`src/xee_pkg.sv`:
```
`default_nettype none
package xee_pkg;

	localparam int WinDepth = 9;
	localparam int CntW     = $clog2(WinDepth + 1);
	localparam int VerbW    = 4;
	localparam int MaxSeq   = 6;
	localparam int LenW     = $clog2(MaxSeq + 1);

	localparam logic [CntW-1:0] WinFull = CntW'(WinDepth);

	localparam logic [7:0] ChAmp  = 8'h26;
	localparam logic [7:0] ChLt   = 8'h3C;
	localparam logic [7:0] ChGt   = 8'h3E;
	localparam logic [7:0] ChApos = 8'h27;
	localparam logic [7:0] ChQuot = 8'h22;

	typedef logic [0:WinDepth-1][7:0] win_t;
	typedef logic [0:MaxSeq-1][7:0]   seq_buf_t;

	typedef enum logic [2:0] {
		SEQ_ONE,
		SEQ_AMP,
		SEQ_LT,
		SEQ_GT,
		SEQ_APOS,
		SEQ_QUOT
	} seq_t;

	typedef struct packed {
		logic [7:0] in_byte;
		logic       in_last;
	} in_beat_t;

	typedef struct packed {
		logic [7:0] out_byte;
		logic       out_last;
	} out_beat_t;

	// what the head decision leaves behind
	typedef struct packed {
		seq_t             code;
		logic             in_cdata;
		logic [VerbW-1:0] verb;
	} decision_t;

	// one expansion handed to the output stage
	typedef struct packed {
		seq_t       code;
		logic [7:0] head;
		logic       last;
	} emit_req_t;

endpackage
`default_nettype wire

```
`src/xee_decide.sv`:
```
`default_nettype none
module xee_decide (
	input  wire  xee_pkg::win_t                 win,
	input  wire  logic [xee_pkg::CntW-1:0]      count,
	input  wire  logic                          sec_open,
	input  wire  logic [xee_pkg::VerbW-1:0]     verb,
	input  wire  logic                          aware,
	output xee_pkg::decision_t                  dec
);

	localparam xee_pkg::win_t PatAmp   = {"&amp;",  {4{8'h00}}};
	localparam xee_pkg::win_t PatLt    = {"&lt;",   {5{8'h00}}};
	localparam xee_pkg::win_t PatGt    = {"&gt;",   {5{8'h00}}};
	localparam xee_pkg::win_t PatApos  = {"&apos;", {3{8'h00}}};
	localparam xee_pkg::win_t PatQuot  = {"&quot;", {3{8'h00}}};
	localparam xee_pkg::win_t PatOpen  = "<![CDATA[";
	localparam xee_pkg::win_t PatClose = {"]]>",    {6{8'h00}}};

	// prefix match, limited to the bytes actually held
	function automatic logic starts(xee_pkg::win_t w, logic [xee_pkg::CntW-1:0] cnt,
			xee_pkg::win_t pat, logic [xee_pkg::CntW-1:0] len);
		logic ok;
		ok = (len <= cnt);
		for (int i = 0; i < xee_pkg::WinDepth; i++) begin
			if (xee_pkg::CntW'(i) < len && w[i] != pat[i]) begin
				ok = 1'b0;
			end
		end
		return ok;
	endfunction

	logic [7:0] head;
	logic       m_amp, m_lt, m_gt, m_apos, m_quot, m_open, m_close;

	assign head    = win[0];
	assign m_amp   = starts(win, count, PatAmp,   xee_pkg::CntW'(5));
	assign m_lt    = starts(win, count, PatLt,    xee_pkg::CntW'(4));
	assign m_gt    = starts(win, count, PatGt,    xee_pkg::CntW'(4));
	assign m_apos  = starts(win, count, PatApos,  xee_pkg::CntW'(6));
	assign m_quot  = starts(win, count, PatQuot,  xee_pkg::CntW'(6));
	assign m_open  = starts(win, count, PatOpen,  xee_pkg::CntW'(9));
	assign m_close = starts(win, count, PatClose, xee_pkg::CntW'(3));

	always_comb begin
		dec.code     = xee_pkg::SEQ_ONE;
		dec.in_cdata = sec_open;
		dec.verb     = verb;
		if (verb != '0) begin
			dec.verb = verb - 1'b1;
		end else if (sec_open) begin
			if (m_close) begin
				dec.verb     = xee_pkg::VerbW'(2);
				dec.in_cdata = 1'b0;
			end
		end else if (aware && m_open) begin
			dec.verb     = xee_pkg::VerbW'(8);
			dec.in_cdata = 1'b1;
		end else if (m_amp) begin
			dec.verb = xee_pkg::VerbW'(4);
		end else if (m_lt || m_gt) begin
			dec.verb = xee_pkg::VerbW'(3);
		end else if (m_apos || m_quot) begin
			dec.verb = xee_pkg::VerbW'(5);
		end else begin
			case (head)
				xee_pkg::ChAmp:  dec.code = xee_pkg::SEQ_AMP;
				xee_pkg::ChLt:   dec.code = xee_pkg::SEQ_LT;
				xee_pkg::ChGt:   dec.code = xee_pkg::SEQ_GT;
				xee_pkg::ChApos: dec.code = xee_pkg::SEQ_APOS;
				xee_pkg::ChQuot: dec.code = xee_pkg::SEQ_QUOT;
				default:         dec.code = xee_pkg::SEQ_ONE;
			endcase
		end
	end

endmodule
`default_nettype wire

```
`src/xee_emit.sv`:
```
`default_nettype none
module xee_emit (
	input  wire  logic                 clk,
	input  wire  logic                 arst_n,
	input  wire  logic                 load,
	input  wire  xee_pkg::emit_req_t   req,
	output logic                       can_load,
	output logic                       out_valid,
	input  wire  logic                 out_ready,
	output xee_pkg::out_beat_t         out_data
);

	function automatic xee_pkg::seq_buf_t seq_bytes(xee_pkg::seq_t code, logic [7:0] head);
		xee_pkg::seq_buf_t b;
		unique case (code)
			xee_pkg::SEQ_AMP:  b = {"&amp;", 8'h00};
			xee_pkg::SEQ_LT:   b = {"&lt;", 16'h0000};
			xee_pkg::SEQ_GT:   b = {"&gt;", 16'h0000};
			xee_pkg::SEQ_APOS: b = "&apos;";
			xee_pkg::SEQ_QUOT: b = "&quot;";
			default:           b = {head, 40'h0};
		endcase
		return b;
	endfunction

	function automatic logic [xee_pkg::LenW-1:0] seq_len(xee_pkg::seq_t code);
		logic [xee_pkg::LenW-1:0] n;
		unique case (code)
			xee_pkg::SEQ_AMP:                   n = xee_pkg::LenW'(5);
			xee_pkg::SEQ_LT, xee_pkg::SEQ_GT:   n = xee_pkg::LenW'(4);
			xee_pkg::SEQ_APOS, xee_pkg::SEQ_QUOT: n = xee_pkg::LenW'(6);
			default:                            n = xee_pkg::LenW'(1);
		endcase
		return n;
	endfunction

	xee_pkg::seq_buf_t        buf_q;
	logic [xee_pkg::LenW-1:0] left_q;
	logic                     last_q;
	logic                     final_beat;

	assign out_valid         = (left_q != '0);
	assign final_beat        = (left_q == xee_pkg::LenW'(1));
	assign can_load          = !out_valid || (final_beat && out_ready);
	assign out_data.out_byte = buf_q[0];
	assign out_data.out_last = last_q && final_beat;

	always_ff @(posedge clk or negedge arst_n) begin
		if (!arst_n) begin
			left_q <= '0;
		end else if (load) begin
			left_q <= seq_len(req.code);
		end else if (out_valid && out_ready) begin
			left_q <= left_q - 1'b1;
		end
	end

	always_ff @(posedge clk) begin
		if (load) begin
			buf_q  <= seq_bytes(req.code, req.head);
			last_q <= req.last;
		end else if (out_valid && out_ready) begin
			buf_q <= {buf_q[1:xee_pkg::MaxSeq-1], 8'h00};
		end
	end

endmodule
`default_nettype wire

```
`src/xml_entity_escaper_cdata.sv`:
```
`default_nettype none
// Streaming XML escaper with CDATA pass-through.
//
// text: one input byte per beat (in_byte, in_last). esc: one escaped byte per
// beat (out_byte, out_last). cfg: single-bit cdata_aware write, always ready.
//
// Bytes collect in a 9-byte lookahead window. Once nine are held, the head is
// decided and its expansion (1 to 6 bytes) loads the output buffer; a plain
// byte follows another in every cycle while esc is ready; an entity expansion
// holds text_ready low until its final byte is taken. The output buffer width
// of one byte per cycle sets the rate.
// esc_valid rises once the ninth beat of a string, or its in_last beat if
// sooner, is registered and the head's expansion has loaded left_q. in_last
// starts a drain: text_ready stays low while every held byte is decided and
// expanded; out_last marks the final byte of it. A stall on esc fills the
// window and then backpressures text; nothing is dropped. Reset empties the
// window, closes any CDATA section and sets cdata_aware. Write cfg only while the block is idle.
module xml_entity_escaper_cdata (
	input  wire  logic                clk,
	input  wire  logic                arst_n,
	input  wire  logic                text_valid,
	output logic                      text_ready,
	input  wire  xee_pkg::in_beat_t   text,
	output logic                      esc_valid,
	input  wire  logic                esc_ready,
	output xee_pkg::out_beat_t        esc,
	input  wire  logic                cfg_valid,
	output logic                      cfg_ready,
	input  wire  logic                cfg_data
);

	// window and control state
	xee_pkg::win_t                win_q, win_d;
	logic [xee_pkg::CntW-1:0]     count_q, count_d;
	logic                         draining_q;
	logic                         cdata_q;
	logic [xee_pkg::VerbW-1:0]    verb_q;
	logic                         aware_q;

	logic                         take;      // input beat accepted
	logic                         fire;      // head decided this cycle
	logic                         drain_end; // final head of a drain
	logic                         can_load;
	logic [xee_pkg::CntW-1:0]     wr_pos;
	xee_pkg::decision_t           dec;
	xee_pkg::emit_req_t           req;

	assign cfg_ready = 1'b1;

	// Decide when the window is full, or whenever draining; only if the
	// output buffer can take the expansion now.
	assign fire = can_load &&
		(draining_q ? (count_q != '0) : (count_q == xee_pkg::WinFull));
	assign drain_end = fire && draining_q && (count_q == xee_pkg::CntW'(1));

	// A full window frees a slot in the same cycle its head leaves.
	assign text_ready = !draining_q && ((count_q != xee_pkg::WinFull) || fire);
	assign take       = text_valid && text_ready;

	xee_decide u_decide (
		.win      (win_q),
		.count    (count_q),
		.sec_open (cdata_q),
		.verb     (verb_q),
		.aware    (aware_q),
		.dec      (dec)
	);

	assign req.code = dec.code;
	assign req.head = win_q[0];
	assign req.last = drain_end;

	xee_emit u_emit (
		.clk       (clk),
		.arst_n    (arst_n),
		.load      (fire),
		.req       (req),
		.can_load  (can_load),
		.out_valid (esc_valid),
		.out_ready (esc_ready),
		.out_data  (esc)
	);

	// Shift on a decision, then drop the new byte at the tail.
	assign wr_pos = fire ? (count_q - 1'b1) : count_q;

	always_comb begin
		for (int i = 0; i < xee_pkg::WinDepth; i++) begin
			if (fire && i < xee_pkg::WinDepth - 1) begin
				win_d[i] = win_q[i + 1];
			end else begin
				win_d[i] = win_q[i];
			end
			if (take && wr_pos == xee_pkg::CntW'(i)) begin
				win_d[i] = text.in_byte;
			end
		end
	end

	always_comb begin
		count_d = count_q;
		if (fire && !take) begin
			count_d = count_q - 1'b1;
		end else if (take && !fire) begin
			count_d = count_q + 1'b1;
		end
	end

	always_ff @(posedge clk) begin
		win_q <= win_d;
	end

	always_ff @(posedge clk or negedge arst_n) begin
		if (!arst_n) begin
			count_q    <= '0;
			draining_q <= 1'b0;
			cdata_q    <= 1'b0;
			verb_q     <= '0;
			aware_q    <= 1'b1;
		end else begin
			count_q <= count_d;
			if (cfg_valid && cfg_ready) begin
				aware_q <= cfg_data;
			end
			// end of string: next one starts outside any section
			if (drain_end) begin
				draining_q <= 1'b0;
				cdata_q    <= 1'b0;
				verb_q     <= '0;
			end else if (fire) begin
				cdata_q <= dec.in_cdata;
				verb_q  <= dec.verb;
			end
			if (take && text.in_last) begin
				draining_q <= 1'b1;
			end
		end
	end

endmodule
`default_nettype wire

```
`config.mk`:
```
export PLATFORM = sky130hd
export DESIGN_NAME = xml_entity_escaper_cdata
export DESIGN_NICKNAME = d
export VERILOG_FILES = /design/src/xee_pkg.sv /design/src/xee_decide.sv /design/src/xee_emit.sv /design/src/xml_entity_escaper_cdata.sv
export SDC_FILE = /design/constraint.sdc
export NUM_CORES = 1
export LEC_CHECK = 0
export BUFFER_PORTS_ARGS = -buffer_cell sky130_fd_sc_hd__buf_2
export CAP_MARGIN = 30
export CORE_MARGIN = 3
export CORE_UTILIZATION = 30
export CTS_CLUSTER_DIAMETER = 30
export DETAILED_ROUTE_END_ITERATION = 8
export SLEW_MARGIN = 20
export SYNTH_ARGS = -nofsm -noshare
export SYNTH_HDL_FRONTEND = slang
export SYNTH_SLANG_ARGS = --single-unit
```
`constraint.sdc`:
```
create_clock -name clk -period 7 [get_ports clk]
set_input_delay 0.7 -clock clk [delete_from_list [all_inputs] [get_ports clk]]
set_output_delay 0.7 -clock clk [all_outputs]
set_load 0.05 [all_outputs]
```
Word level (Yosys, flattened, before mapping):

Index checks and enable logic that the tools add are counted.

* register bits: 135
* word-level logic and storage cells: 215
* bits of input ports: 15
* output and inout port bits: 12

* reduce and logical (&&, ||, !) cells: 50
* equality and inequality tests: 52
* add/sub/neg operators: 4
* order comparisons: 5
* mux-type cells: 82

Operators by type and width (count)
* case mux 48 bit (5 select lines): 1
* inequality test 8 x 7 -> 1 bit (second input constant): 21
* 2-to-1 mux 8 bit: 16
* 2-to-1 mux 48 bit: 2
* inequality test 8 x 6 -> 1 bit (second input constant): 7
* 2-to-1 mux 4 bit: 11
* 2-to-1 mux 1 bit: 41
* == test 8 x 6 -> 1 bit (second input constant): 5
* nonzero test 2 bit: 12
* logical AND 1 bit: 21
* 2-to-1 mux 3 bit: 7
* == test 4 x 3 -> 1 bit (second input constant): 4
* case mux 3 bit (5 select lines): 1
* <= comparator 3 x 4 -> 1 bit (first input constant): 3
* 2-to-1 mux 5 bit: 2
* case mux 3 bit (3 select lines): 1
* == test 4 x 1 -> 1 bit (second input constant): 2
* == test 4 x 2 -> 1 bit (second input constant): 2
* == test 4 bit (second input constant): 2
* nonzero test 4 bit: 2
* subtractor 4 x 1 -> 4 bit (second input constant): 2
* nonzero test 7 bit: 1
* == test 3 x 1 -> 1 bit (second input constant): 2
* == test 3 x 2 -> 1 bit (second input constant): 2
* other kinds (15): 23

Longest topological paths before layout:

Gate-level depths: netlist of the first run.

* word-level depth: 18
* mapped depth: 14
* depth with buffers taken out: 11

By module:

From an unflattened synthesis of the first run, not the netlist that was laid out.

* cells, all modules: 488
* area total of the unflattened synthesis: 6336.1 µm²

Modules (own cells, without submodules)
* xml_entity_escaper_cdata: cells each 253, sequential area each 2438.6 µm², area an instance 3960.0 µm², times used 1
* xee_emit: cells each 122, sequential area each 1006.0 µm², area an instance 1571.5 µm², times used 1
* xee_decide: cells each 113, sequential area each 0.0 µm², area an instance 804.5 µm², times used 1

Worst setup path before layout of the first run:

Ideal clock, no wire load.

* path kind: register to register
* from: reg count_q[0] (netlist bit)
* to: reg win_q[0] (netlist bit) (enable)
* period minus slack after synthesis: 3.259 ns
* arrival time: 2.883 ns
* path buffers: 2
* stages on the path, launching flop included: 11
* path slack: 3.741 ns
* library setup time: 0.375 ns
* required time: 6.625 ns
* path through: dfrtp_1 clkbuf_1 inv_1 ha_1 nand2b_1 a21oi_1 or3_1 clkbuf_1 or4_1 a21o_1 a21oi_1

* cells in the longest elaborated chain, start to end: 7
* elaborated cells on any way between the ends: 12
* classes of those cells: add/sub: 1; eq/ne: 3; mux: 2; reduce/logical: 6

Ends and longest elaborated chain
* start: declaration: RTL line xml_entity_escaper_cdata.sv:34 `logic [xee_pkg::CntW-1:0] count_q, count_d;`
* start signal: assignment: RTL line xml_entity_escaper_cdata.sv:121 `count_q <= count_d;`
* parallel branches: the longest is 6 deep, another holds subtractor 4 x 1 -> 4 bit
* logical AND 1 bit (*): RTL line xml_entity_escaper_cdata.sv:94 `if (take && wr_pos == xee_pkg::CntW'(i)) begin`
* end signal: assignment: RTL line xml_entity_escaper_cdata.sv:110 `win_q <= win_d;`
* end: declaration: RTL line xml_entity_escaper_cdata.sv:33 `xee_pkg::win_t win_q, win_d;`

Every way passes the cells marked *.
A chain may end at the register's enable or synchronous reset.

Final worst setup path of the first run:

* from: reg count_q[0] (netlist bit)
* to: reg win_q[7] (netlist bit) (enable)

Same word-level chain as after synthesis.

==> out/summary.txt, run 1 <==
Run status: complete, no violations
First-pass GRT wire length: 22.69 mm
Die area: 22000 µm²
Fin. Hold Viols: 0
Via/cell ratio: 5.098
Peak supply drop: 186.5 µV
RePlAce Congestion: 0.8593
Crit path required time: 7.04 ns
Cell area power density: 459.1 nW/µm²
CP peak stage delay: 0.69 ns
Sum Neg Setup Slack: 0 ns
Mean Syn Cell Area: 12.82 µm²
Final HPWL DP: 10.15 mm
GR Util met1: 17.63%
Number of distinct library cells after synthesis: 67
Worst path slowest cell: dfrtp_1
Endpoint class of the critical path: register
Clock-pin slew on the worst setup and hold paths: 0.06 ns
Diodes inserted: 0
Max_cap viols: 0
Rel. slew slack: 41.02%
CTS resizes: 0
Final WS setup: 2.819 ns
Worst-path maximum fanout: 40
Layout cell share with drive strength beyond 1: 28.60%
Syn Nets: 500
CTS Buf Count: 17
Post-synth EDFFs: 103
Post-synthesis compound-gate area fraction: 7.678%
Seq/Total Area, Yosys: 56.67%
H-Tree Depth: 4
Met2 Use GR: 21.24%
Reg-to-reg startpoint: count_q[0]$_DFFE_PN0P_
Ys flop type: edfxtp_1
Core area: 19650 µm²
Total power: 0.003199 W
Post-CTS Setup Repair Bufs: 0
Simple logic cell fraction of the synthesized area: 16.63%
Fmax: 0.2392 GHz
Height of the die: 148.3 µm
Asr flop ratio synth: 11.97%
Synth area leader: edfxtp_1
Aggregate routed wire length: 14.14 mm
Slew @ Worst Pin: 0.8847 ns
Xor/xnor cell area share of the yosys netlist: 0.8646%
Worst Setup SP: count_q[0]$_DFFE_PN0P_
CTS sink cnt: 117
NumNets Final: 520
Overall routing resource usage: 13.36%
Pleak: 2.455 nW
# IOs: 27
Met3 usage: 4.052%
Routed len/inst: 18.31 µm
Synth Register Bits: 117
Cell Rows: 51
Layout area overhead: 14.62%
Vias in the first global route: 3994
Largest net degree at the start of global routing: 41
Hold slack: 0.1922 ns
Fraction of the mapped netlist area in adder cells: 2.264%
Drt first-iter violations: 237
Skew-Pair Late Insertion Delay: 0.42 ns
CTS tree: built
Root Driver: clkbuf_16
Remaining Overflow, GRT: 0
Vias: 3936
Pre-CTS WS: 2.807 ns
Crit-path cells: inv_1 -> ha_1 -> nand2b_1 -> a21oi_1 -> or3_1 -> buf_4 -> inv_1 -> nand2_1 -> o2bb2ai_1 -> nand3_1 -> a21oi_1
Arrival @ worst endpoint: 4.22 ns
Crit-path leading delay family: buffers and inverters
Hold_buf cts: 0
Starting Density: 30.93%
Ys Warns: 0
RSZ-0062 raised after global routing: false
Post-Synthesis Cells: 474
Multiplexer share of the synthesized area: 12.62%
Critical setup path kind: reg2reg
Pre-antenna DRT Iters: 5
Type of the most critical hold path: in2async
CTS Buffer Depth: 2
Synth Cell Area: 6078 µm²
Min cycle time layout: 4.181 ns
Final ANT Viol Nets: 0
Period utilization: 59.72%
Grt peak-use layer: met2
CP bufs+invs: 3
Synth area leaders: edfxtp_1 51%, mux2_2 12%, dfrtp_1 5.4%
Port Buffers: 25
Max Slew Vio Count: 0
DRC Markers: 0
Critical path launch point type: register
Main combinational cell family by area after synthesis: simple AND/OR/NAND/NOR gates
Post-synth top area share: 50.89%
# setup viols final: 0
Clock Skew: 0.01245 ns
Width of the die: 148.3 µm
Initial antenna violation count: 0
## power breakdown
group | total [W] | leakage, nW | internal [W] | switching, W
Sequential | 0.00140 | 1.14 | 0.00117 | 0.000239
Clock | 0.000817 | 0.259 | 0.000489 | 0.000328
Combinational | 0.000977 | 1.06 | 0.000385 | 0.000591
## layout make-up
type	count	area, µm²
tap	265	331.6
clock inverter	14	130.1
inverter	9	33.78
clock buffer	18	429.2
sequential	117	3445
fill	1920	12690
multi-input combinational	321	2439
timing repair buffer	28	158.9
## worst register-to-register path, stage by stage (launching register included)
cell       delay, ns
dfrtp_1         0.69
inv_1           0.18
ha_1            0.29
nand2b_1        0.09
a21oi_1         0.06
or3_1           0.31
buf_4           0.27
inv_1           0.70
nand2_1         0.16
o2bb2ai_1       0.26
nand3_1         0.10
a21oi_1         0.69
## flip-flops by register name, summed over array words and instances (netlist names)
register         cells
win_q               64
u_emit.buf_q        22
req                  8
u_emit.out_data      8
count_q              4
verb_q               4
u_emit.left_q        3
aware_q              1
cdata_q              1
draining_q           1
u_emit.last_q        1
## kinds of logic after synthesis
| family | Yosys count |
|---|---|
| flip-flops | 117 |
| buffers and inverters | 36 |
| adder cells (fa/ha/maj) | 11 |
| other | 1 |
| multiplexers | 68 |
| AO/OA/AOI/OAI | 66 |
| AND/OR/NAND/NOR | 169 |
| XOR/XNOR | 6 |
## cell usage after synthesis, drive strengths merged (6+ instances only)
library cell and instances:
a21o 9, a21oi 16, and3 6, buf 21, clkbuf 6, dfrtp 13
edfxtp 103, ha 11, inv 9, mux2 66, nand2 30, nand2b 8
nand3 8, nand4 13, nor2 32, nor3 6, nor3b 7, nor4 7
nor4b 10, o21ai 10, or2 6
## layout by cell type (no fill, tap or decap), types with 6 or more instances in the layout
cell	n
nor3b_1	7
buf_2	25
nand4_1	13
clkbuf_16	17
nor4b_1	10
mux2_2	65
ha_1	11
nand2_1	27
o21ai_0	10
a21oi_1	15
inv_1	9
nor3_1	6
nand2b_1	8
edfxtp_1	103
nor4_1	6
a21o_1	9
nand3_1	8
nor2_1	32
dfrtp_1	13
## layer usage
metal,vias to the layer above,wire length [µm]
met3,19,756
met2,116,6715
met1,1939,6459
met5,-,0
met4,0,208
li1,1862,-
## metrics by stage
step	instance area [µm²]	cells	utilization (%)
after floorplan	6078	474	-
after global placement	6381	738	32.47
after detailed placement	6407	740	32.60
after CTS	6967	772	35.45
after global routing	6967	772	35.45
final	6967	772	35.45
## final timing paths
path / endpoint / slack (ns) / cells past startpoint
max: win_q[7]$_DFFE_PP_ / 2.82 / 11
min: count_q[1]$_DFFE_PN0P_ / 0.19 / 1
max reg2reg: win_q[7]$_DFFE_PP_ / 2.82 / 11
min reg2reg: u_emit.buf_q[28]$_DFFE_PP_ / 0.52 / 1
max in group asynchronous: aware_q$_DFFE_PN1P_ / 6.50 / 1
min in group clk: aware_q$_DFFE_PN1P_ / 0.51 / 2
Power figures use the tool's default switching activity.
==> run 2: changes to the inputs <==
==> constraint.sdc (replaced) <==
create_clock -name clk -period 4.2 [get_ports clk]
set_input_delay 0.42 -clock clk [delete_from_list [all_inputs] [get_ports clk]]
set_output_delay 0.42 -clock clk [all_outputs]
set_load 0.05 [all_outputs]
==> out/summary.txt, run 2 (synthesis gave the netlist of run 1 again) <==
Worst-path maximum fanout: 9
Total power: 0.005287 W
Fin. Hold Viols: 0
Register-to-register setup slack: 0.80 ns
Final HPWL DP: 10.12 mm
Largest net degree at the start of global routing: 31
Layout area overhead: 14.57%
Peak supply drop: 259.1 µV
NumNets Final: 523
Post-CTS Setup Repair Bufs: 0
CTS Buf Count: 17
R2R depth: 9
Pleak: 2.462 nW
Vias: 3980
Largest Register: win_q
Hold slack: 0.2462 ns
Critical path launch point type: register
Overall routing resource usage: 13.08%
Fmax: 0.2944 GHz
CTS sink cnt: 117
First-pass GRT wire length: 22.60 mm
Via/cell ratio: 5.135
CP peak stage delay: 0.76 ns
RR Endpoint: win_q[13]$_DFFE_PP_
Aggregate routed wire length: 14.02 mm
Drt first-iter violations: 200
DRC Markers: 0
Initial antenna violation count: 0
Sum Neg Setup Slack: 0 ns
Clock Skew: 0.01116 ns
Root Driver: clkbuf_16
Pre-antenna DRT Iters: 5
# IOs: 27
Max Slew Vio Count: 0
Diodes inserted: 0
CTS tree: built
Die area: 22000 µm²
Arrival @ worst endpoint: 3.49 ns
# setup viols final: 0
H-Tree Depth: 4
Final ANT Viol Nets: 0
Routed len/inst: 18.09 µm
Cell area power density: 759.2 nW/µm²
Core area: 19650 µm²
Cell Rows: 51
Layout cell share with drive strength beyond 1: 28.63%
Regs by FF count: win_q (64), u_emit.buf_q (22)
Max reg flops: 64
Width of the die: 148.3 µm
Crit-path cells: inv_1 -> ha_1 -> a21oi_1 -> or2_2 -> a41oi_2 -> nand2_1 -> nor3b_1 -> nor2b_1 -> or2_2
RePlAce Congestion: 0.8543
Hold Crit Start: cfg_data
Rel. slew slack: 42.57%
Critical setup path kind: reg2reg
Height of the die: 148.3 µm
RSZ-0062 raised after global routing: false
Reg-to-reg startpoint: u_emit.left_q[0]$_DFFE_PN0P_
Commonest non-fill, non-tap cell in the layout: edfxtp_1
Cell repeated most along the worst path: or2_2
Remaining Overflow, GRT: 0
Max_cap viols: 0
Crit path required time: 4.29 ns
Worst Setup SP: u_emit.left_q[0]$_DFFE_PN0P_
Port Buffers: 25
Period utilization: 80.88%
Worst path slowest cell: nor2b_1
End point of the critical path: win_q[13]$_DFFE_PP_
Starting Density: 30.93%
Clock-pin slew on the worst setup and hold paths: 0.05 ns
Min cycle time layout: 3.397 ns
Skew-Pair Late Insertion Delay: 0.41 ns
Run status: complete, no violations
Endpoint class of the critical path: register
Type of the most critical hold path: in2reg
Vias in the first global route: 4041
Slew @ Worst Pin: 0.8597 ns
Most frequent cells in the layout: 103 x edfxtp_1, 65 x mux2_2, 32 x nor2_1
CTS Buffer Depth: 2
## run 2: cell types whose count changed in the layout (fill, tap and decap cells not counted), sizes merged
cell         previous run  this run
buf                    28        30
clkbuf                 18        19
dlygate4sd3             0         1
inv                    11        10
## run 2: report_power, final
| part | internal [W] | total, W | switching (W) |
|---|---|---|---|
| clock network | 0.000808 | 0.00133 | 0.000523 |
| registers | 0.00194 | 0.00230 | 0.000357 |
| logic | 0.000640 | 0.00165 | 0.00101 |
## run 2: routing by layer
| metal | vias to the layer above | wire length, µm | track usage [%] |
|---|---|---|---|
| met1 | 1988 | 6312 | 17.90 |
| met2 | 122 | 6971 | 21.37 |
| met5 | - | 0 | 0 |
| met4 | 0 | 46 | 2.956 |
| met3 | 6 | 692 | 2.895 |
| li1 | 1864 | - | - |
## run 2: per-stage QoR
step	area (µm²)	instances	utilization [%]	setup slack (ns)
2_1_floorplan	6078	474	-	0.9414
3_3_place_gp	6411	742	32.62	0.9545
3_5_place_dp	6411	742	32.62	0.8525
4_1_cts	6964	775	35.43	0.8326
5_1_grt	6964	775	35.43	0.5355
6_report	6964	775	35.43	0.8031
## run 2: worst min path at each step
stage | end | slack [ns] | cells after the start
after global placement | u_emit.left_q[1]$_DFFE_PN0P_ | 0.35 | 1
final | aware_q$_DFFE_PN1P_ | 0.25 | 2
after global routing | aware_q$_DFFE_PN1P_ | 0.24 | 2
after floorplan | cdata_q$_DFFE_PN0P_ | 0.12 | 0
after detailed placement | u_emit.left_q[0]$_DFFE_PN0P_ | 0.35 | 1
after CTS | aware_q$_DFFE_PN1P_ | 0.23 | 2
## run 2: timing repair
| action | CTS | global route |
|---|---|---|
| hold buffers | 1 | 0 |
| resized for setup | 0 | 0 |
| endpoints found under the hold margin | 13 | 0 |
## run 2: layout make-up
cell class	instances	area, µm²
clock buffer	19	432.9
clock inverter	13	110.1
fill	1965	12690
inverter	9	33.78
multi-input combinational	321	2439
sequential	117	3445
tap	265	331.6
timing repair buffer	31	172.7
## run 2: worst max-delay path: cells and delay by family (launching register included)
family | cells | cell delay, ns
buf+inv | 1 | 0.12
flops | 1 | 0.37
compound gates | 2 | 0.31
simple gates | 5 | 2.09
fa+ha+maj | 1 | 0.18
==> run 3: changes to the inputs <==
--- a/config.mk
+++ b/config.mk
@@ -5,6 +5,7 @@
 export SDC_FILE = /design/constraint.sdc
 export NUM_CORES = 1
 export LEC_CHECK = 0
+export ABC_AREA = 1
 export BUFFER_PORTS_ARGS = -buffer_cell sky130_fd_sc_hd__buf_2
 export CAP_MARGIN = 30
 export CORE_MARGIN = 3
==> constraint.sdc (replaced) <==
create_clock -name clk -period 2.93 [get_ports clk]
set_input_delay 0.293 -clock clk [delete_from_list [all_inputs] [get_ports clk]]
set_output_delay 0.293 -clock clk [all_outputs]
set_load 0.05 [all_outputs]
==> out/summary.txt, run 3 <==
RePlAce Congestion: 0.8826
Xor/xnor cell area share of the yosys netlist: 0.9676%
Most frequent cells in the layout: 211 x nand2_1, 103 x edfxtp_1, 87 x nor2_1
CTS tree: built
Starting Density: 30.92%
Endpoint class of the critical path: register
Largest net degree at the start of global routing: 36
CTS sink cnt: 117
Diodes inserted: 0
Total power: 0.008583 W
Synth Cell Area: 6336 µm²
Final HPWL DP: 10.70 mm
Cell area power density: 1177 nW/µm²
Routed len/inst: 13.95 µm
Remaining Overflow, GRT: 0
Asr flop ratio synth: 11.97%
Max Slew Vio Count: 0
Critical setup path kind: reg2reg
Multiplexer share of the synthesized area: 0.1777%
Final Non-Filler Cells: 1037
Number of distinct library cells after synthesis: 43
Simple logic cell fraction of the synthesized area: 25.12%
Cell Rows: 52
Post-synthesis compound-gate area fraction: 9.340%
Dpl cells: 1005
Overall routing resource usage: 13.17%
Vias in the first global route: 4464
Hold slack: 0.07241 ns
Synth area leader: edfxtp_1
First-pass GRT wire length: 23.09 mm
Seq/Total Area, Yosys: 54.36%
NumNets Final: 781
Period utilization: 91.95%
Layout cell share with drive strength beyond 1: 13.17%
Sum Neg Setup Slack: 0 ns
Post-synth top area share: 48.82%
Type of the most critical hold path: in2reg
Syn Nets: 750
Largest Register: win_q
Initial antenna violation count: 0
Fill count: 2076
Commonest non-fill, non-tap cell in the layout: nand2_1
Port Buffers: 25
Final ANT Viol Nets: 0
Mean Syn Cell Area: 8.751 µm²
Slew @ Worst Pin: 0.5105 ns
CTS Buffer Depth: 2
# IOs: 27
Post-synth top cells: 214 x nand2_1, 103 x edfxtp_1, 88 x nor2_1
Pre-antenna DRT Iters: 5
H-Tree Depth: 4
Ys flop type: edfxtp_1
Crit-path cells: inv_1 -> ha_1 -> nand3_2 -> nand3_4 -> o21ai_0 -> inv_1 -> nor2_1 -> nand2_2 -> nand2_2
Rel. slew slack: 65.93%
Drt first-iter violations: 320
Run status: complete, no violations
Crit path required time: 3.03 ns
Count leader, synth: nand2_1
Layout area overhead: 15.07%
Peak supply drop: 461.7 µV
Worst-path maximum fanout: 17
Fraction of the mapped netlist area in adder cells: 2.172%
Root Driver: clkbuf_16
Ys Warns: 0
DRC Markers: 0
Width of the die: 151.3 µm
CP peak stage delay: 0.52 ns
Final core occ: 35.57%
Skew-Pair Late Insertion Delay: 0.41 ns
Post-CTS Setup Repair Bufs: 0
Pleak: 3.207 nW
Height of the die: 151.3 µm
Fmax: 0.3712 GHz
# setup viols final: 0
Regs by FF count: win_q (64), u_emit.buf_q (22)
Vias: 4802
Post-synth EDFFs: 103
Synth area leaders: edfxtp_1 49%, nand2_1 13%, nor2_1 5.2%
Max reg flops: 64
Aggregate routed wire length: 14.46 mm
Clock-pin slew on the worst setup and hold paths: 0.05 ns
Synth Register Bits: 117
Via/cell ratio: 4.631
Min cycle time layout: 2.694 ns
Post-Synthesis Cells: 724
Main combinational cell family by area after synthesis: simple AND/OR/NAND/NOR gates
Fin. Hold Viols: 0
Core area: 20490 µm²
Critical path launch point type: register
CTS Buf Count: 17
Arrival @ worst endpoint: 2.79 ns
Max_cap viols: 0
Worst path slowest cell: dfrtp_1
RSZ-0062 raised after global routing: false
Die area: 22900 µm²
Clock Skew: 0.008539 ns
-- run 3: changes by cell type after synthesis, sizes merged, moves of 7 or more --
cell	before	now
nand2	30	225
o21ai	10	91
inv	9	78
mux2	66	1
nor2	32	90
nand3	8	35
nor4b	10	0
a21o	9	0
a21oi	16	7
nand2b	8	0
nand4	13	6
-- run 3: final timing paths --
kind	depth (start not counted)	end	start	slack, ns
min in group asynchronous	2	u_emit.left_q[2]$_DFFE_PN0P_	arst_n	0.36
setup / recovery	9	win_q[50]$_DFFE_PP_	count_q[1]$_DFFE_PN0P_	0.24
max in group asynchronous	2	aware_q$_DFFE_PN1P_	arst_n	2.26
setup reg to reg	9	win_q[50]$_DFFE_PP_	count_q[1]$_DFFE_PN0P_	0.24
hold / removal	1	win_q[7]$_DFFE_PP_	text[8]	0.07
hold reg to reg	2	verb_q[3]$_DFFE_PN0P_	verb_q[3]$_DFFE_PN0P_	0.50
-- run 3: area by class of cell --
cell class	count	area, µm²	share of cell area (%)
sequential	117	3445	47.25
multi-input combinational	503	2407	33.02
clock buffer	19	432.9	5.938
tap	270	337.8	4.634
inverter	80	301.5	4.136
timing repair buffer	36	210.2	2.883
clock inverter	12	156.4	2.145
-- run 3: cells by family (layout without fill, tap and decap cells) --
family | Yosys count | in the layout
compound gates | 107 | 107
simple gates | 376 | 376
mux | 1 | 1
fa+ha+maj | 11 | 11
xor+xnor | 7 | 7
buf+inv | 104 | 147
flops | 117 | 117
other cells | 1 | 1
-- run 3: worst max-delay path: cells and delay by family (launching register included) --
kind,cells,cell delay [ns]
fa+ha+maj,1,0.24
buf+inv,2,0.24
simple gates,5,1.04
flops,1,0.52
compound gates,1,0.35
-- run 3: per-layer routing --
| metal | up-vias | part of all wire [%] | global-route usage (%) | wire, µm |
|---|---|---|---|---|
| met1 | 2193 | 48 | 18.20 | 6995 |
| met3 | 16 | 5.6 | 3.860 | 815 |
| li1 | 2457 | - | - | - |
| met4 | 0 | 1.2 | 3.762 | 172 |
| met2 | 136 | 45 | 20.09 | 6481 |
| met5 | - | 0 | 0 | 0 |
-- run 3: metrics by stage --
step                      instance area, µm²  setup WS [ns]
final                                   7291         0.2359
after global routing                    7291        0.05917
after CTS                               7283         0.1668
after detailed placement                6684         0.1819
after global placement                  6684         0.3103
after floorplan                         6339        0.02198
-- run 3: report_power, final --
| group | switching (W) | internal, W |
|---|---|---|
| logic | 0.00210 | 0.000932 |
| clock network | 0.000744 | 0.00133 |
| registers | 0.000529 | 0.00294 |
-- run 3: what timing repair did --
item,4_1_cts,5_1_grt
endpoints found under the setup margin,0,20
gates resized for setup,0,3
hold buffers,1,0
endpoints found under the hold margin,13,0
